===== src/rtl/ifcd_pkg.sv =====
// Shared types, code points and palette for the IRC format code decoder.
// No dependencies; used by the interfaces and all decoder modules.
package ifcd_pkg;

  localparam int unsigned TEXT_W          = 16;
  localparam int unsigned RGB_W           = 24;
  localparam int unsigned IDX_W           = 7;
  localparam int unsigned PAL_IDX_W       = 4;
  localparam int unsigned PALETTE_ENTRIES = 16;
  localparam int unsigned STYLE_W         = 6;
  localparam int unsigned QUEUE_DEPTH     = 2;

  localparam logic [IDX_W-1:0] NO_INDEX = 7'h7F;

  // Control code units
  localparam logic [TEXT_W-1:0] CU_BOLD      = 16'h0002;
  localparam logic [TEXT_W-1:0] CU_COLOR     = 16'h0003;
  localparam logic [TEXT_W-1:0] CU_RESET     = 16'h000F;
  localparam logic [TEXT_W-1:0] CU_MONO      = 16'h0011;
  localparam logic [TEXT_W-1:0] CU_REVERSE   = 16'h0016;
  localparam logic [TEXT_W-1:0] CU_ITALIC    = 16'h001D;
  localparam logic [TEXT_W-1:0] CU_STRIKE    = 16'h001E;
  localparam logic [TEXT_W-1:0] CU_UNDERLINE = 16'h001F;
  localparam logic [TEXT_W-1:0] CU_COMMA     = 16'h002C;
  localparam logic [TEXT_W-1:0] CU_DIGIT_0   = 16'h0030;
  localparam logic [TEXT_W-1:0] CU_DIGIT_9   = 16'h0039;

  // Style flag bit positions
  localparam int unsigned ST_BOLD      = 0;
  localparam int unsigned ST_ITALIC    = 1;
  localparam int unsigned ST_UNDERLINE = 2;
  localparam int unsigned ST_STRIKE    = 3;
  localparam int unsigned ST_MONO      = 4;
  localparam int unsigned ST_REVERSE   = 5;

  typedef enum logic [5:0] {
    PH_PLAIN = 6'b000001,
    PH_START = 6'b000010,
    PH_FG1   = 6'b000100,
    PH_FG2   = 6'b001000,
    PH_COMMA = 6'b010000,
    PH_BG1   = 6'b100000
  } phase_e;

  // One classified unit, handed from the parser to the output stage
  typedef struct packed {
    logic [TEXT_W-1:0]  text_unit;
    logic               is_visible;
    logic               message_done;
    logic [STYLE_W-2:0] style;      // bold..mono, reverse already applied to colors
    logic [IDX_W-1:0]   fg_idx;
    logic [IDX_W-1:0]   bg_idx;
  } unit_t;

  function automatic logic [RGB_W-1:0] palette_rgb(input logic [PAL_IDX_W-1:0] idx);
    logic [RGB_W-1:0] rgb;
    unique case (idx)
      4'd0:  rgb = 24'hFFFFFF;
      4'd1:  rgb = 24'h000000;
      4'd2:  rgb = 24'h00007F;
      4'd3:  rgb = 24'h009300;
      4'd4:  rgb = 24'hFF0000;
      4'd5:  rgb = 24'h7F0000;
      4'd6:  rgb = 24'h9C009C;
      4'd7:  rgb = 24'hFC7F00;
      4'd8:  rgb = 24'hFFFF00;
      4'd9:  rgb = 24'h00FC00;
      4'd10: rgb = 24'h009393;
      4'd11: rgb = 24'h00FFFF;
      4'd12: rgb = 24'h0000FC;
      4'd13: rgb = 24'hFF00FF;
      4'd14: rgb = 24'h7F7F7F;
      4'd15: rgb = 24'hD2D2D2;
      default: rgb = 24'h000000;
    endcase
    return rgb;
  endfunction

endpackage


===== src/rtl/ifcd_in_if.sv =====
// Input channel: one UTF-16 code unit plus end-of-message flag.
// Depends on ifcd_pkg for field widths.
interface ifcd_in_if;
  logic                        valid;
  logic                        ready;
  logic [ifcd_pkg::TEXT_W-1:0] code_unit;
  logic                        end_of_message;

  modport source(output valid, output code_unit, output end_of_message, input ready);
  modport sink(input valid, input code_unit, input end_of_message, output ready);
endinterface


===== src/rtl/ifcd_out_if.sv =====
// Output channel: decoded unit with style and palette colors.
// Depends on ifcd_pkg for field widths.
interface ifcd_out_if;
  logic                       valid;
  logic                       ready;
  logic [ifcd_pkg::TEXT_W-1:0] text_unit;
  logic                       is_visible;
  logic                       message_done;
  logic                       bold_on;
  logic                       italic_on;
  logic                       underline_on;
  logic                       strike_on;
  logic                       mono_on;
  logic                       fore_valid;
  logic [ifcd_pkg::RGB_W-1:0] fore_rgb;
  logic                       back_valid;
  logic [ifcd_pkg::RGB_W-1:0] back_rgb;

  modport source(output valid, output text_unit, output is_visible, output message_done,
                 output bold_on, output italic_on, output underline_on, output strike_on,
                 output mono_on, output fore_valid, output fore_rgb, output back_valid,
                 output back_rgb, input ready);
  modport sink(input valid, input text_unit, input is_visible, input message_done,
               input bold_on, input italic_on, input underline_on, input strike_on,
               input mono_on, input fore_valid, input fore_rgb, input back_valid,
               input back_rgb, output ready);
endinterface


===== src/rtl/ifcd_front.sv =====
// Front end: accepts code units, runs the format/color parse state and
// classifies each unit. Depends on ifcd_pkg and ifcd_in_if.
module ifcd_front (
  input  logic            clk_i,
  input  logic            rst_ni,
  ifcd_in_if.sink         in_i,
  input  logic            space_i,
  output logic            push_o,
  output ifcd_pkg::unit_t unit_o
);
  import ifcd_pkg::*;

  phase_e             phase_q, phase_d;
  logic [STYLE_W-1:0] flags_q, flags_d;
  logic [IDX_W-1:0]   fore_q, fore_d, back_q, back_d;
  logic [IDX_W-1:0]   pfore_q, pfore_d, pback_q, pback_d;

  // values after this unit, before the end-of-message reset
  phase_e             phase_n;
  logic [STYLE_W-1:0] flags_n;
  logic [IDX_W-1:0]   fore_n, back_n, pfore_n, pback_n;

  logic               is_digit, is_comma, consumed, visible, commit;
  logic [IDX_W-1:0]   digit;
  logic [IDX_W-1:0]   pfore_x10, pback_x10;
  logic [IDX_W-1:0]   pback_c;

  assign in_i.ready = space_i;
  assign push_o     = in_i.valid && space_i;

  assign is_digit  = (in_i.code_unit >= CU_DIGIT_0) && (in_i.code_unit <= CU_DIGIT_9);
  assign is_comma  = (in_i.code_unit == CU_COMMA);
  assign digit     = {3'b000, in_i.code_unit[3:0]};
  // pending values are single digits here, so x10 + d stays below 100
  assign pfore_x10 = (pfore_q << 3) + (pfore_q << 1) + digit;
  assign pback_x10 = (pback_q << 3) + (pback_q << 1) + digit;

  always_comb begin
    phase_n  = phase_q;
    flags_n  = flags_q;
    fore_n   = fore_q;
    back_n   = back_q;
    pfore_n  = pfore_q;
    pback_n  = pback_q;
    consumed = 1'b0;
    commit   = 1'b0;
    pback_c  = pback_q;

    unique case (phase_q)
      PH_PLAIN: ;
      PH_START: begin
        if (is_digit) begin
          pfore_n  = digit;
          phase_n  = PH_FG1;
          consumed = 1'b1;
        end else begin
          // bare color code clears both colors
          fore_n  = NO_INDEX;
          back_n  = NO_INDEX;
          phase_n = PH_PLAIN;
        end
      end
      PH_FG1: begin
        if (is_digit) begin
          pfore_n  = pfore_x10;
          phase_n  = PH_FG2;
          consumed = 1'b1;
        end else if (is_comma) begin
          phase_n  = PH_COMMA;
          consumed = 1'b1;
        end else begin
          commit = 1'b1;
        end
      end
      PH_FG2: begin
        if (is_comma) begin
          phase_n  = PH_COMMA;
          consumed = 1'b1;
        end else begin
          commit = 1'b1;
        end
      end
      PH_COMMA: begin
        if (is_digit) begin
          pback_n  = digit;
          phase_n  = PH_BG1;
          consumed = 1'b1;
        end else begin
          commit = 1'b1;
        end
      end
      PH_BG1: begin
        commit = 1'b1;
        if (is_digit) begin
          pback_c  = pback_x10;
          consumed = 1'b1;
        end
      end
      default: phase_n = PH_PLAIN;
    endcase

    if (commit) begin
      fore_n = pfore_q;
      if (pback_c != NO_INDEX) begin
        back_n = pback_c;
      end
      phase_n = PH_PLAIN;
      pfore_n = NO_INDEX;
      pback_n = NO_INDEX;
    end

    visible = 1'b0;
    if (!consumed) begin
      unique case (in_i.code_unit)
        CU_BOLD:      flags_n[ST_BOLD]      = ~flags_n[ST_BOLD];
        CU_ITALIC:    flags_n[ST_ITALIC]    = ~flags_n[ST_ITALIC];
        CU_UNDERLINE: flags_n[ST_UNDERLINE] = ~flags_n[ST_UNDERLINE];
        CU_STRIKE:    flags_n[ST_STRIKE]    = ~flags_n[ST_STRIKE];
        CU_MONO:      flags_n[ST_MONO]      = ~flags_n[ST_MONO];
        CU_REVERSE:   flags_n[ST_REVERSE]   = ~flags_n[ST_REVERSE];
        CU_RESET: begin
          flags_n = '0;
          fore_n  = NO_INDEX;
          back_n  = NO_INDEX;
        end
        CU_COLOR: begin
          phase_n = PH_START;
          pfore_n = NO_INDEX;
          pback_n = NO_INDEX;
        end
        default: visible = 1'b1;
      endcase
    end
  end

  always_comb begin
    unit_o              = '0;
    unit_o.message_done = in_i.end_of_message;
    unit_o.fg_idx       = NO_INDEX;
    unit_o.bg_idx       = NO_INDEX;
    if (visible) begin
      unit_o.text_unit  = in_i.code_unit;
      unit_o.is_visible = 1'b1;
      unit_o.style      = flags_n[STYLE_W-2:0];
      unit_o.fg_idx     = flags_n[ST_REVERSE] ? back_n : fore_n;
      unit_o.bg_idx     = flags_n[ST_REVERSE] ? fore_n : back_n;
    end
  end

  always_comb begin
    if (in_i.end_of_message) begin
      phase_d = PH_PLAIN;
      flags_d = '0;
      fore_d  = NO_INDEX;
      back_d  = NO_INDEX;
      pfore_d = NO_INDEX;
      pback_d = NO_INDEX;
    end else begin
      phase_d = phase_n;
      flags_d = flags_n;
      fore_d  = fore_n;
      back_d  = back_n;
      pfore_d = pfore_n;
      pback_d = pback_n;
    end
  end

  always_ff @(posedge clk_i or negedge rst_ni) begin
    if (!rst_ni) begin
      phase_q <= PH_PLAIN;
      flags_q <= '0;
      fore_q  <= NO_INDEX;
      back_q  <= NO_INDEX;
      pfore_q <= NO_INDEX;
      pback_q <= NO_INDEX;
    end else if (push_o) begin
      phase_q <= phase_d;
      flags_q <= flags_d;
      fore_q  <= fore_d;
      back_q  <= back_d;
      pfore_q <= pfore_d;
      pback_q <= pback_d;
    end
  end

endmodule


===== src/rtl/ifcd_queue.sv =====
// Short FIFO of classified units between the parser and the output stage.
// Depends on ifcd_pkg for the unit_t entry type.
module ifcd_queue #(
  parameter int unsigned Depth = ifcd_pkg::QUEUE_DEPTH
) (
  input  logic            clk_i,
  input  logic            rst_ni,
  input  logic            push_i,
  input  ifcd_pkg::unit_t unit_i,
  output logic            space_o,
  input  logic            pop_i,
  output logic            avail_o,
  output ifcd_pkg::unit_t unit_o
);
  import ifcd_pkg::*;

  localparam int unsigned PtrW = (Depth > 1) ? $clog2(Depth) : 1;
  localparam int unsigned CntW = $clog2(Depth + 1);
  localparam logic [PtrW-1:0] LastPtr = PtrW'(Depth - 1);
  localparam logic [CntW-1:0] FullCnt = CntW'(Depth);

  unit_t           mem_q [Depth];
  logic [PtrW-1:0] wr_q, wr_d, rd_q, rd_d;
  logic [CntW-1:0] cnt_q, cnt_d;

  assign space_o = (cnt_q != FullCnt);
  assign avail_o = (cnt_q != '0);
  assign unit_o  = mem_q[rd_q];

  always_comb begin
    wr_d  = wr_q;
    rd_d  = rd_q;
    cnt_d = cnt_q;
    if (push_i) begin
      wr_d = (wr_q == LastPtr) ? '0 : wr_q + 1'b1;
    end
    if (pop_i) begin
      rd_d = (rd_q == LastPtr) ? '0 : rd_q + 1'b1;
    end
    if (push_i && !pop_i) begin
      cnt_d = cnt_q + 1'b1;
    end else if (pop_i && !push_i) begin
      cnt_d = cnt_q - 1'b1;
    end
  end

  always_ff @(posedge clk_i) begin
    if (push_i) begin
      mem_q[wr_q] <= unit_i;
    end
  end

  always_ff @(posedge clk_i or negedge rst_ni) begin
    if (!rst_ni) begin
      wr_q  <= '0;
      rd_q  <= '0;
      cnt_q <= '0;
    end else begin
      wr_q  <= wr_d;
      rd_q  <= rd_d;
      cnt_q <= cnt_d;
    end
  end

endmodule


===== src/rtl/ifcd_back.sv =====
// Back end: resolves palette colors and holds the result in the output register.
// Depends on ifcd_pkg and ifcd_out_if.
module ifcd_back (
  input  logic            clk_i,
  input  logic            rst_ni,
  input  logic            avail_i,
  input  ifcd_pkg::unit_t unit_i,
  output logic            pop_o,
  ifcd_out_if.source      out_o
);
  import ifcd_pkg::*;

  logic             valid_q;
  unit_t            unit_q;
  logic             fg_ok, bg_ok;
  logic [RGB_W-1:0] fg_rgb, bg_rgb;
  logic             fg_ok_q, bg_ok_q;
  logic [RGB_W-1:0] fg_rgb_q, bg_rgb_q;

  assign pop_o = avail_i && (!valid_q || out_o.ready);

  assign fg_ok  = (unit_i.fg_idx < IDX_W'(PALETTE_ENTRIES));
  assign bg_ok  = (unit_i.bg_idx < IDX_W'(PALETTE_ENTRIES));
  assign fg_rgb = fg_ok ? palette_rgb(unit_i.fg_idx[PAL_IDX_W-1:0]) : '0;
  assign bg_rgb = bg_ok ? palette_rgb(unit_i.bg_idx[PAL_IDX_W-1:0]) : '0;

  always_ff @(posedge clk_i or negedge rst_ni) begin
    if (!rst_ni) begin
      valid_q <= 1'b0;
    end else if (pop_o) begin
      valid_q <= 1'b1;
    end else if (out_o.ready) begin
      valid_q <= 1'b0;
    end
  end

  always_ff @(posedge clk_i) begin
    if (pop_o) begin
      unit_q   <= unit_i;
      fg_ok_q  <= fg_ok;
      bg_ok_q  <= bg_ok;
      fg_rgb_q <= fg_rgb;
      bg_rgb_q <= bg_rgb;
    end
  end

  assign out_o.valid        = valid_q;
  assign out_o.text_unit    = unit_q.text_unit;
  assign out_o.is_visible   = unit_q.is_visible;
  assign out_o.message_done = unit_q.message_done;
  assign out_o.bold_on      = unit_q.style[ST_BOLD];
  assign out_o.italic_on    = unit_q.style[ST_ITALIC];
  assign out_o.underline_on = unit_q.style[ST_UNDERLINE];
  assign out_o.strike_on    = unit_q.style[ST_STRIKE];
  assign out_o.mono_on      = unit_q.style[ST_MONO];
  assign out_o.fore_valid   = fg_ok_q;
  assign out_o.fore_rgb     = fg_rgb_q;
  assign out_o.back_valid   = bg_ok_q;
  assign out_o.back_rgb     = bg_rgb_q;

endmodule


===== src/rtl/irc_format_code_decoder_unit.sv =====
// IRC format code decoder: takes one UTF-16 code unit per cycle and gives one
// result per unit, either the visible unit with its style and palette colors or
// a control marker. A unit is accepted every cycle while the output side keeps
// up; its result is written to the FIFO, then to the output register, and is
// held there until taken. The parser holds the only loop-carried state and
// resolves each unit combinationally; a QueueDepth-entry FIFO and an output
// register let either side stall alone.
// Depends on ifcd_pkg, ifcd_in_if, ifcd_out_if, ifcd_front, ifcd_queue, ifcd_back.
module irc_format_code_decoder_unit #(
  parameter int unsigned QueueDepth = ifcd_pkg::QUEUE_DEPTH
) (
  input  logic       clk_i,
  input  logic       rst_ni,
  ifcd_in_if.sink    in_i,
  ifcd_out_if.source out_o
);
  import ifcd_pkg::*;

  logic  space, push, pop, avail;
  unit_t front_unit, queue_unit;

  ifcd_front u_front (
    .clk_i   (clk_i),
    .rst_ni  (rst_ni),
    .in_i    (in_i),
    .space_i (space),
    .push_o  (push),
    .unit_o  (front_unit)
  );

  ifcd_queue #(
    .Depth (QueueDepth)
  ) u_queue (
    .clk_i   (clk_i),
    .rst_ni  (rst_ni),
    .push_i  (push),
    .unit_i  (front_unit),
    .space_o (space),
    .pop_i   (pop),
    .avail_o (avail),
    .unit_o  (queue_unit)
  );

  ifcd_back u_back (
    .clk_i   (clk_i),
    .rst_ni  (rst_ni),
    .avail_i (avail),
    .unit_i  (queue_unit),
    .pop_o   (pop),
    .out_o   (out_o)
  );

endmodule


===== src/flat_wrapper.sv =====
// flat-port wrapper written by rule: the top's interface ports become plain ports
module irc_format_code_decoder_unit_flat import ifcd_pkg::*;
#(
  parameter int unsigned QueueDepth = ifcd_pkg::QUEUE_DEPTH
)
  (clk_i, rst_ni, in_i_valid, in_i_code_unit, in_i_end_of_message, in_i_ready, out_o_valid, out_o_text_unit, out_o_is_visible, out_o_message_done, out_o_bold_on, out_o_italic_on, out_o_underline_on, out_o_strike_on, out_o_mono_on, out_o_fore_valid, out_o_fore_rgb, out_o_back_valid, out_o_back_rgb, out_o_ready);
  ifcd_in_if in_i_i ();
  ifcd_out_if out_o_i ();
  input  logic clk_i;
  input  logic rst_ni;
  input wire logic [$bits(in_i_i.valid)-1:0] in_i_valid;
  input wire logic [$bits(in_i_i.code_unit)-1:0] in_i_code_unit;
  input wire logic [$bits(in_i_i.end_of_message)-1:0] in_i_end_of_message;
  output wire logic [$bits(in_i_i.ready)-1:0] in_i_ready;
  output wire logic [$bits(out_o_i.valid)-1:0] out_o_valid;
  output wire logic [$bits(out_o_i.text_unit)-1:0] out_o_text_unit;
  output wire logic [$bits(out_o_i.is_visible)-1:0] out_o_is_visible;
  output wire logic [$bits(out_o_i.message_done)-1:0] out_o_message_done;
  output wire logic [$bits(out_o_i.bold_on)-1:0] out_o_bold_on;
  output wire logic [$bits(out_o_i.italic_on)-1:0] out_o_italic_on;
  output wire logic [$bits(out_o_i.underline_on)-1:0] out_o_underline_on;
  output wire logic [$bits(out_o_i.strike_on)-1:0] out_o_strike_on;
  output wire logic [$bits(out_o_i.mono_on)-1:0] out_o_mono_on;
  output wire logic [$bits(out_o_i.fore_valid)-1:0] out_o_fore_valid;
  output wire logic [$bits(out_o_i.fore_rgb)-1:0] out_o_fore_rgb;
  output wire logic [$bits(out_o_i.back_valid)-1:0] out_o_back_valid;
  output wire logic [$bits(out_o_i.back_rgb)-1:0] out_o_back_rgb;
  input wire logic [$bits(out_o_i.ready)-1:0] out_o_ready;
  assign in_i_i.valid = in_i_valid;
  assign in_i_i.code_unit = in_i_code_unit;
  assign in_i_i.end_of_message = in_i_end_of_message;
  assign in_i_ready = in_i_i.ready;
  assign out_o_valid = out_o_i.valid;
  assign out_o_text_unit = out_o_i.text_unit;
  assign out_o_is_visible = out_o_i.is_visible;
  assign out_o_message_done = out_o_i.message_done;
  assign out_o_bold_on = out_o_i.bold_on;
  assign out_o_italic_on = out_o_i.italic_on;
  assign out_o_underline_on = out_o_i.underline_on;
  assign out_o_strike_on = out_o_i.strike_on;
  assign out_o_mono_on = out_o_i.mono_on;
  assign out_o_fore_valid = out_o_i.fore_valid;
  assign out_o_fore_rgb = out_o_i.fore_rgb;
  assign out_o_back_valid = out_o_i.back_valid;
  assign out_o_back_rgb = out_o_i.back_rgb;
  assign out_o_i.ready = out_o_ready;
  irc_format_code_decoder_unit #(.QueueDepth(QueueDepth)) u_core (.clk_i(clk_i), .rst_ni(rst_ni), .in_i(in_i_i), .out_o(out_o_i));
endmodule

===== config.mk =====
export PLATFORM = sky130hd
export DESIGN_NAME = irc_format_code_decoder_unit_flat
export DESIGN_NICKNAME = d
export VERILOG_FILES = /design/src/rtl/ifcd_pkg.sv /design/src/rtl/ifcd_in_if.sv /design/src/rtl/ifcd_out_if.sv /design/src/rtl/ifcd_front.sv /design/src/rtl/ifcd_queue.sv /design/src/rtl/ifcd_back.sv /design/src/rtl/irc_format_code_decoder_unit.sv /design/src/flat_wrapper.sv
export SDC_FILE = /design/constraint.sdc
export NUM_CORES = 1
export LEC_CHECK = 0
export BUFFER_PORTS_ARGS = -buffer_cell sky130_fd_sc_hd__buf_2
export CORE_MARGIN = 2
export CORE_UTILIZATION = 62
export CTS_BUF_LIST = sky130_fd_sc_hd__clkbuf_8
export DETAILED_ROUTE_END_ITERATION = 10
export PLACE_DENSITY_LB_ADDON = 0.2
export SLEW_MARGIN = 20
export SYNTH_ARGS = -nofsm -noshare
export SYNTH_HDL_FRONTEND = slang
export SYNTH_SLANG_ARGS = --single-unit

===== constraint.sdc =====
create_clock -name clk_i -period 9.5 [get_ports clk_i]
set_input_delay 1.425 -clock clk_i [delete_from_list [all_inputs] [get_ports clk_i]]
set_output_delay 1.425 -clock clk_i [all_outputs]
set_load 0.05 [all_outputs]

After elaboration in Yosys (flattened, before gate mapping)
Memory sizes are Yosys's and may differ from the RTL's. A register that Yosys moved wholly into a read port is not among the register bits.
Index checks and enable logic that the tools add are counted.
Widths: inputs -> output; s select.
- bits in read-only memories: 768
- bits of input ports: 21
- logic and storage cells: 138
- bits in writable memories: 74
- output and inout port bits: 75
- memories: 3
- bits in registers: 70
- memories (memory ; depth ; width ; rd ports ; clocked after memory_dff ; wr ports ; line ; source):
    (no name shown) ; 16 ; 24 ; 1 ; 1 ; 0 ; ifcd_pkg.sv:57 ; unique case (idx)
    (no name shown) ; 16 ; 24 ; 1 ; 1 ; 0 ; ifcd_pkg.sv:57 ;
    u_core.u_queue.mem_q ; 2 ; 37 ; 1 ; 0 ; 1 ; ifcd_queue.sv:22 ; unit_t mem_q [Depth];
- order comparisons: 4
- bitwise operators: 6
- equal/unequal tests: 17
- multiplexer cells: 67
- reduce and logical (&&, ||, !) cells: 17
- $add $sub $neg: 8
- operators by type and width (cell ; number):
    $mux 7 ; 29
    $eq 16x5->1 const B ; 5
    $mux 6 ; 9
    $eq 16x2->1 const B ; 2
    $pmux 6 s5 ; 1
    $mux 19 ; 1
    $mux 17 ; 1
    $eq 16x4->1 const B ; 1
    $eq 16x6->1 const B ; 1
    $ge 16x6->1 const B ; 1
    $le 16x6->1 const B ; 1
    $add 7x4->7 ; 2
    $add 7x7->7 ; 2
    $lt 7x5->1 const B ; 2
    $mux 1 ; 14
    $pmux 7 s2 ; 1
    $pmux 1 s2 ; 6
    $reduce_or 8->1 ; 1
    $ne 7x7->1 const B ; 1
    $eq 6x1->1 const B ; 1
    $eq 6x2->1 const B ; 1
    $eq 6x3->1 const B ; 1
    $eq 6x4->1 const B ; 1
    $eq 6x5->1 const B ; 1
    16 further kinds ; 33

Depth between registers and ports, before layout
Gate-level depths: netlist of run 1.
- depth in word-level cells: 11
- mapped depth: 10
- depth with buffers taken out: 10

Hierarchy
From an unflattened synthesis of run 1, not the netlist that was laid out.
- cells, all modules: 793
- area total of the unflattened synthesis: 9705.6 µm²
- modules (own cells, without submodules) (module ; sequential area each (µm²) ; area an instance (µm²) ; instances ; cells each):
    ifcd_front ; 1037.2 ; 3601.0 ; 1 ; 421
    ifcd_back ; 1976.9 ; 3163.0 ; 1 ; 241
    ifcd_queue ; 2322.2 ; 2941.6 ; 1 ; 131

Worst setup path after synthesis of run 1
OpenSTA, ideal clock, no wires.
- path kind: input-to-reg
- start point: input port in_i_code_unit[3]
- end point: memory u_core.u_queue.mem_q[0][11] in the netlist's numbering (data pin)
- path slack: 5.578 ns
- arrival time: 3.658 ns
- stages: 9
- required time: 9.236 ns
- library setup time: 0.264 ns
- path buffers: 0
- path through: fa_1 > fa_1 > a21o_1 > a21oi_1 > xnor2_1 > o31ai_4 > o22ai_4 > o211a_1 > o32a_2
- RTL lines (item ; line ; source):
    start, declared ; flat_wrapper.sv:12 ; input wire logic [$bits(in_i_i.code_unit)-1:0] in_i_code_unit;
    end, declared ; ifcd_queue.sv:22 ;

==> metrics, run 1 <==
switching fraction of total power between 30% and 40%; dominant synthesized flop cell sky130_fd_sc_hd__edfxtp_1; final-report max-slew violation count 0; sw power 0.964 mW; most frequent cells in the layout sky130_fd_sc_hd__edfxtp_1 (139), sky130_fd_sc_hd__buf_2 (95), sky130_fd_sc_hd__nor2_1 (74), sky130_fd_sc_hd__a21oi_1 (58), sky130_fd_sc_hd__nand2_1 (54); sequential fraction of design power 47.0%; Worst setup EP type flop; commonest non-fill, non-tap cell in the layout sky130_fd_sc_hd__edfxtp_1; post-route cell area 10200 µm²; Top Ports 96; number of standard cells in the layout, taps in and fillers out about 1000; post-synthesis instance area between 9000 and 10000 µm²; highest ir drop seen on vdd roughly 0.11 mV; # diodes 0; number of antenna-violating nets in the routed design 0; Worst Path Max Fanout 9; leading post-synthesis cells by cell area sky130_fd_sc_hd__edfxtp_1 (45%), sky130_fd_sc_hd__dfstp_2 (8.2%), sky130_fd_sc_hd__dfrtp_1 (4.3%), sky130_fd_sc_hd__ha_1 (4.2%), sky130_fd_sc_hd__mux2_2 (3.7%); post-route setup TNS 0 ns; average routed wire per standard cell between 15 and 20 µm; synthesized instance count just under 800; number of buffers inserted by post-CTS setup repair 0; worst slew margin relative to its limit about a quarter; vias per cell between 6 and 7; placeable core region around 15000 µm²; share of the cycle needed by the critical path after routing roughly two fifths; number of vias after detailed routing around 6500; first-iteration detailed-routing DRC count 754; Post-Syn Nets between 800 and 900; Starting Density between 60% and 70%; fraction of synthesized cell area taken by the top area cell type a little under half; Data arrival, critical path between 4 and 5 ns; Static Leakage between 3 and 4 nW; wire length of the first global-routing pass around 32000 µm; Layout Skew about 0.013 ns; achievable clock frequency around 260 MHz; count of input and output buffers 95; clock-pin slew of the registers on the worst-case setup and hold paths 0.09 ns; GP Congestion 0.940; final hold violation count 0; CTS tree yes; post-layout total power between 2 and 2.5 mW; final worst path period need 3.90 ns; Residual DRC 0; Avg Inst Size Synth around 12 µm²; worst endpoint required time between 9 and 10 ns; share of synthesized area occupied by flip-flops and latches 57.8%; number of antenna violations at the first check in global routing 0; Global Route Usage Sum between 20% and 30%; cell count after placement 1004; die area about 16000 µm²; final setup violation count 0; result of the run finished clean; net count of the finished layout ~900; number of global-route vias before repair between 6000 and 7000; setup repair after global routing missed its margin false; Worst Hold Class flop to flop; Max clock buf depth 2; maximum number of pins on one net before global-route repair 66; Synth area leader sky130_fd_sc_hd__edfxtp_1; async set-or-reset flop fraction in the synthesized netlist around a quarter; Gates resized, CTS repair 0; hold slack final between 0.5 and 0.6 ns; count of hold buffers inserted by post-cts repair 0; HPWL Detailed 13400 µm; final routed wirelength across all metal layers around 19000 µm; Clk network pwr share between 20% and 30%; Synth Register Bits between 150 and 200; ratio of cells with drive above 1 in the final layout 25.8%; overall die width 126 µm; yosys synthesis warning count 0; number of filler cells placed in the layout slightly above 1000; clock root buffer master sky130_fd_sc_hd__clkbuf_8; number of violations of the max-capacitance limit 0; number of optimization iterations in the first detailed-route pass 6; standard-cell row count 44; number of distinct library cells after synthesis 80; TritonCTS buffer count 17; overall die height between 100 and 150 µm; Worst Tran Pin Value 1.11 ns; area added between synthesis and finish 10.1%; final global-route overflow total 0; level count of the clock H-tree 4; count of flip-flops with a built-in enable after synthesis around 140; placed standard-cell area 9740 µm²; cell-internal power approximately 1.5 mW; power density over the cells 241 nW/µm²; Skew-Pair Late Insertion Delay ~0.46 ns; kind of critical path input port to flop; Critical Path Source Type input port; count of clock tree sinks 184; logic gate share of total power roughly a third
[power groups by stage]
stage	Clock [mW]	Combinational, mW	Sequential (mW)
final	0.517	0.783	1.15
after global routing	0.554	0.822	1.17
after CTS	0.523	0.784	1.16
after detailed placement	0	0.782	1.18
after global placement	0	0.768	1.17
after floorplan	0	0.285	1.50
[synthesized netlist by cell type, types with 9 or more instances]
cell type	instances
sky130_fd_sc_hd__a21oi_1	58
sky130_fd_sc_hd__and2_1	10
sky130_fd_sc_hd__clkbuf_1	31
sky130_fd_sc_hd__dfrtp_1	16
sky130_fd_sc_hd__dfstp_2	29
sky130_fd_sc_hd__edfxtp_1	139
sky130_fd_sc_hd__ha_1	31
sky130_fd_sc_hd__inv_1	18
sky130_fd_sc_hd__mux2_2	30
sky130_fd_sc_hd__mux2i_1	9
sky130_fd_sc_hd__nand2_1	54
sky130_fd_sc_hd__nand3_1	14
sky130_fd_sc_hd__nor2_1	75
sky130_fd_sc_hd__nor3_1	11
sky130_fd_sc_hd__o21ai_0	44
sky130_fd_sc_hd__o22a_1	10
sky130_fd_sc_hd__or3_1	10
sky130_fd_sc_hd__xnor2_1	11
[sequential cells by signal (all words and copies together), names as in the netlist]
register	count
u_core.u_queue.wr_q	1
u_core.u_back.out_o.strike_on	1
u_core.u_back.out_o.mono_on	1
u_core.u_back.out_o.bold_on	1
u_core.u_front.flags_q	6
u_core.u_back.out_o.fore_rgb	20
u_core.u_back.out_o.underline_on	1
u_core.u_queue.rd_q	1
u_core.u_back.out_o.back_valid	1
u_core.u_back.out_o.fore_valid	1
u_core.u_front.pfore_q	7
u_core.u_queue.cnt_q	2
u_core.u_front.phase_q	6
u_core.u_back.out_o.italic_on	1
u_core.u_back.out_o.valid	1
u_core.u_front.pback_q	7
u_core.u_front.back_q	7
u_core.u_back.out_o.message_done	1
u_core.u_queue.mem_q	74
u_core.u_front.fore_q	7
u_core.u_back.out_o.text_unit	16
u_core.u_back.out_o.is_visible	1
u_core.u_back.out_o.back_rgb	20
[cells by family (layout without fill, tap and decap cells)]
group | after synthesis | in the layout | synth area share (%)
fa+ha+maj | 35 | 35 | 5.06
mux | 39 | 39 | 4.63
xor+xnor | 17 | 17 | 1.61
compound gates | 199 | 199 | 14.7
buf+inv | 69 | 149 | 3.26
simple gates | 231 | 231 | 12.9
flops | 184 | 184 | 57.8
[worst max-delay path, stage by stage]
cell and delay, ns:
sky130_fd_sc_hd__buf_2 0.18, sky130_fd_sc_hd__fa_1 0.55, sky130_fd_sc_hd__fa_1 0.48, sky130_fd_sc_hd__a21o_1 0.19, sky130_fd_sc_hd__a21oi_1 0.20, sky130_fd_sc_hd__xnor2_1 0.15, sky130_fd_sc_hd__o31ai_4 0.23, sky130_fd_sc_hd__o22ai_4 0.17
sky130_fd_sc_hd__o221ai_2 0.34, sky130_fd_sc_hd__a32oi_1 0.15
[final timing paths]
path,startpoint,endpoint,slack [ns],cells after the start
setup / recovery,in_i_code_unit[3],u_core.u_queue.mem_q[1][2]$_DFFE_PP_,5.60,10
hold / removal,u_core.u_front.flags_q[0]$_DFFE_PN0P_,u_core.u_front.flags_q[0]$_DFFE_PN0P_,0.50,1
setup reg to reg,u_core.u_front.pback_q[2]$_DFFE_PN1P_,u_core.u_queue.mem_q[1][2]$_DFFE_PP_,6.17,9
hold reg to reg,u_core.u_front.flags_q[0]$_DFFE_PN0P_,u_core.u_front.flags_q[0]$_DFFE_PN0P_,0.50,1
max in group asynchronous,rst_ni,u_core.u_front.back_q[6]$_DFFE_PN1P_,8.05,2
min in group asynchronous,rst_ni,u_core.u_front.phase_q[1]$_DFFE_PN0P_,0.88,1
[layout make-up]
| type | count | area (µm²) | area share, % |
|---|---|---|---|
| Sequential cell | 184 | 5340 | 52.5 |
| Multi-Input combinational cell | 521 | 3620 | 35.6 |
| Timing Repair Buffer | 99 | 531 | 5.21 |
| Clock buffer | 17 | 234 | 2.30 |
| Tap cell | 184 | 230 | 2.26 |
| Clock inverter | 15 | 153 | 1.50 |
| Inverter | 18 | 67.6 | 0.664 |
[routing by layer]
| metal | up-vias | global-route usage, % | part of all wire, % |
|---|---|---|---|
| li1 | 3009 | - | - |
| met1 | 3188 | 33.0 | 42 |
| met5 | - | 0 | 0 |
| met2 | 284 | 41.2 | 50 |
| met4 | 0 | 8.86 | 1.8 |
| met3 | 26 | 5.35 | 6.6 |
[stage by stage]
stage               utilization [%]  worst slack [ns]
floorplan                         -              5.58
global placement               67.0              5.07
detailed placement             67.0              4.96
CTS                            69.6              5.45
global route                   70.0              5.44
finish                         70.0              5.60
No activity file was read; power rests on OpenSTA's default activity.
==> run 2: changes to the inputs <==
--- a/config.mk
+++ b/config.mk
@@ -5,9 +5,10 @@
 export SDC_FILE = /design/constraint.sdc
 export NUM_CORES = 1
 export LEC_CHECK = 0
+export ABC_AREA = 1
 export BUFFER_PORTS_ARGS = -buffer_cell sky130_fd_sc_hd__buf_2
 export CORE_MARGIN = 2
-export CORE_UTILIZATION = 62
+export CORE_UTILIZATION = 61
 export CTS_BUF_LIST = sky130_fd_sc_hd__clkbuf_8
 export DETAILED_ROUTE_END_ITERATION = 10
 export PLACE_DENSITY_LB_ADDON = 0.2
==> constraint.sdc (replaced) <==
create_clock -name clk_i -period 4.06 [get_ports clk_i]
set_input_delay 0.609 -clock clk_i [delete_from_list [all_inputs] [get_ports clk_i]]
set_output_delay 0.609 -clock clk_i [all_outputs]
set_load 0.05 [all_outputs]
==> metrics, run 2 <==
result of the run finished clean; post-route cell area ~10000 µm²; average routed wire per standard cell between 10 and 15 µm; vias per cell about 5.5; most frequent cells in the layout sky130_fd_sc_hd__nand2_1 (225), sky130_fd_sc_hd__edfxtp_1 (139), sky130_fd_sc_hd__inv_1 (96), sky130_fd_sc_hd__buf_2 (95), sky130_fd_sc_hd__a21oi_1 (70); number of antenna violations at the first check in global routing 0; Worst Path Max Fanout 20; library cell with the highest instance count after synthesis sky130_fd_sc_hd__nand2_1; Worst Hold Class input port to asynchronous set/reset pin; Worst setup EP type flop; portion of netlist area occupied by mux cells 0%; Layout Skew around 0.01 ns; area occupied by registers 5340 µm²; worst slew margin relative to its limit 38.1%; dominant synthesized flop cell sky130_fd_sc_hd__edfxtp_1; final-report max-slew violation count 0; net count of the finished layout 1077; area added between synthesis and finish 10.2%; final worst path period need 3.24 ns; leading post-synthesis cells by cell area sky130_fd_sc_hd__edfxtp_1 (45%), sky130_fd_sc_hd__nand2_1 (9.0%), sky130_fd_sc_hd__dfstp_2 (8.1%), sky130_fd_sc_hd__dfrtp_1 (4.3%), sky130_fd_sc_hd__ha_1 (4.1%); final routed wirelength across all metal layers about 18000 µm; commonest non-fill, non-tap cell in the layout sky130_fd_sc_hd__nand2_1; number of vias after detailed routing ~6800; power density over the cells about 610 nW/µm²; count of clock tree sinks between 150 and 200; most numerous cell types in the synthesized netlist sky130_fd_sc_hd__nand2_1 (225), sky130_fd_sc_hd__edfxtp_1 (139), sky130_fd_sc_hd__inv_1 (94); Residual DRC 0; Starting Density between 60 and 70%; main combinational cell family by area after synthesis simple AND/OR/NAND/NOR gates; Critical Path Source Type flop; Worst Tran Pin Value ~0.92 ns; final setup violation count 0; placeable core region 15100 µm²; xor and xnor area share after synthesis less than 1%; Synth Register Bits 184; post-synthesis instance area roughly 9400 µm²; share of synthesized area occupied by flip-flops and latches a little under three fifths; async set-or-reset flop fraction in the synthesized netlist between 20% and 30%; fraction of synthesized cell area taken by the top area cell type between 40% and 50%; Top Ports 96; worst endpoint required time 4.27 ns; number of violations of the max-capacitance limit 0; placed standard-cell area between 9000 and 10000 µm²; post-synthesis simple-gate area fraction between 20 and 25%; Synth Area in Compound Gates under 10%; number of buffers inserted by post-CTS setup repair 0; number of filler cells placed in the layout between 1000 and 1500; count of hold buffers inserted by post-cts repair 0; number of global-route vias before repair between 6000 and 7000; Post-Syn Nets 998; yosys synthesis warning count 0; number of antenna-violating nets in the routed design 0; GP Congestion 0.883; count of flip-flops with a built-in enable after synthesis 139; die area around 16000 µm²; share of the cycle needed by the critical path after routing between 70% and 80%; largest register by flop count u_core.u_queue.mem_q; Static Leakage between 4 and 5 nW; maximum number of pins on one net before global-route repair 67; HPWL Detailed between 10000 and 15000 µm; standard-cell row count 45; overall die width ~130 µm; # diodes 0; kind of critical path flop to flop; number of flip-flops under the largest register name 74; final global-route overflow total 0; number of distinct library cells after synthesis 54; clock-pin slew of the registers on the worst-case setup and hold paths about 0.090 ns; highest ir drop seen on vdd around 0.78 mV; TritonCTS buffer count 17; synthesized instance count approximately 940; Max clock buf depth 2; Skew-Pair Late Insertion Delay about 0.46 ns; count of input and output buffers 95; Multi-input gate area 3410 µm²; ratio of cells with drive above 1 in the final layout 22.5%; Data arrival, critical path approximately 3.5 ns; level count of the clock H-tree 4; Global Route Usage Sum between 20 and 25%; CTS tree yes; achievable clock frequency between 300 and 400 MHz; first-iteration detailed-routing DRC count about 530; clock root buffer master sky130_fd_sc_hd__clkbuf_8; adder-cell share of the synthesized area under 10%; Synth area leader sky130_fd_sc_hd__edfxtp_1; post-route setup TNS 0 ns; overall die height 128 µm; Avg Inst Size Synth approximately 9.9 µm²; Gates resized, CTS repair 0; number of optimization iterations in the first detailed-route pass 6; final hold violation count 0; wire length of the first global-routing pass 29700 µm; setup repair after global routing missed its margin false
run 2: power breakdown:
part           leakage [nW]  total [mW]  internal [mW]  switching (mW)
Sequential             1.77        2.74           2.60           0.144
Clock                 0.181        1.13          0.485           0.642
Combinational          2.37        2.41          0.451            1.96
run 2: layout make-up:
type	instances	area share (%)
Tap cell	188	2.28
Clock buffer	17	2.27
Inverter	103	3.78
Sequential cell	184	51.7
Multi-Input combinational cell	610	33.1
Timing Repair Buffer	105	5.65
Clock inverter	15	1.21
run 2: final timing paths:
kind,from,to,slack [ns],depth (start not counted)
worst max-delay path,u_core.u_queue.rd_q$_DFFE_PN0P_,u_core.u_back.out_o.fore_rgb[9]$_SDFFCE_PN0P_,0.82,10
worst min-delay path,rst_ni,u_core.u_queue.cnt_q[0]$_DFFE_PN0P_,0.25,1
worst max register to register,u_core.u_queue.rd_q$_DFFE_PN0P_,u_core.u_back.out_o.fore_rgb[9]$_SDFFCE_PN0P_,0.82,10
worst min register to register,u_core.u_queue.cnt_q[0]$_DFFE_PN0P_,u_core.u_queue.cnt_q[0]$_DFFE_PN0P_,0.48,1
max in group asynchronous,rst_ni,u_core.u_front.fore_q[0]$_DFFE_PN1P_,3.08,2
min in group clk_i,out_o_ready,u_core.u_back.out_o.valid$_DFFE_PN0P_,0.35,2
run 2: logic make-up after synthesis:
logic type	after synthesis
AO/OA/AOI/OAI	162
XOR/XNOR	9
adder cells (fa/ha/maj)	35
buffers and inverters	148
flip-flops	184
AND/OR/NAND/NOR	404
run 2: routing by layer:
layer	routed length, µm	global-route usage (%)
met1	8010	30.0
met2	9060	40.1
met3	851	3.88
met4	246	6.98
met5	0	0
run 2: per-stage QoR:
step | instances | worst slack [ns] | hold WS (ns) | total power, mW | util (%)
2_1_floorplan | 942 | 0.476 | 0.313 | 4.65 | -
3_3_place_gp | 1188 | 0.805 | 0.460 | 5.14 | 65.7
3_5_place_dp | 1188 | 0.752 | 0.463 | 5.17 | 65.7
4_1_cts | 1220 | 0.874 | 0.247 | 6.29 | 68.1
5_1_grt | 1222 | 0.536 | 0.307 | 6.56 | 68.4
6_report | 1222 | 0.819 | 0.250 | 6.28 | 68.4
run 2: worst max-delay path: stages, from the launching register on:
cell	delay, ns
sky130_fd_sc_hd__dfrtp_1	0.87
sky130_fd_sc_hd__inv_1	0.24
sky130_fd_sc_hd__or2_2	0.33
sky130_fd_sc_hd__o21ai_1	0.39
sky130_fd_sc_hd__inv_1	0.23
sky130_fd_sc_hd__ha_1	0.28
sky130_fd_sc_hd__nor2_1	0.16
sky130_fd_sc_hd__inv_1	0.07
sky130_fd_sc_hd__o211ai_1	0.13
sky130_fd_sc_hd__nand3_1	0.13
sky130_fd_sc_hd__and2_1	0.18
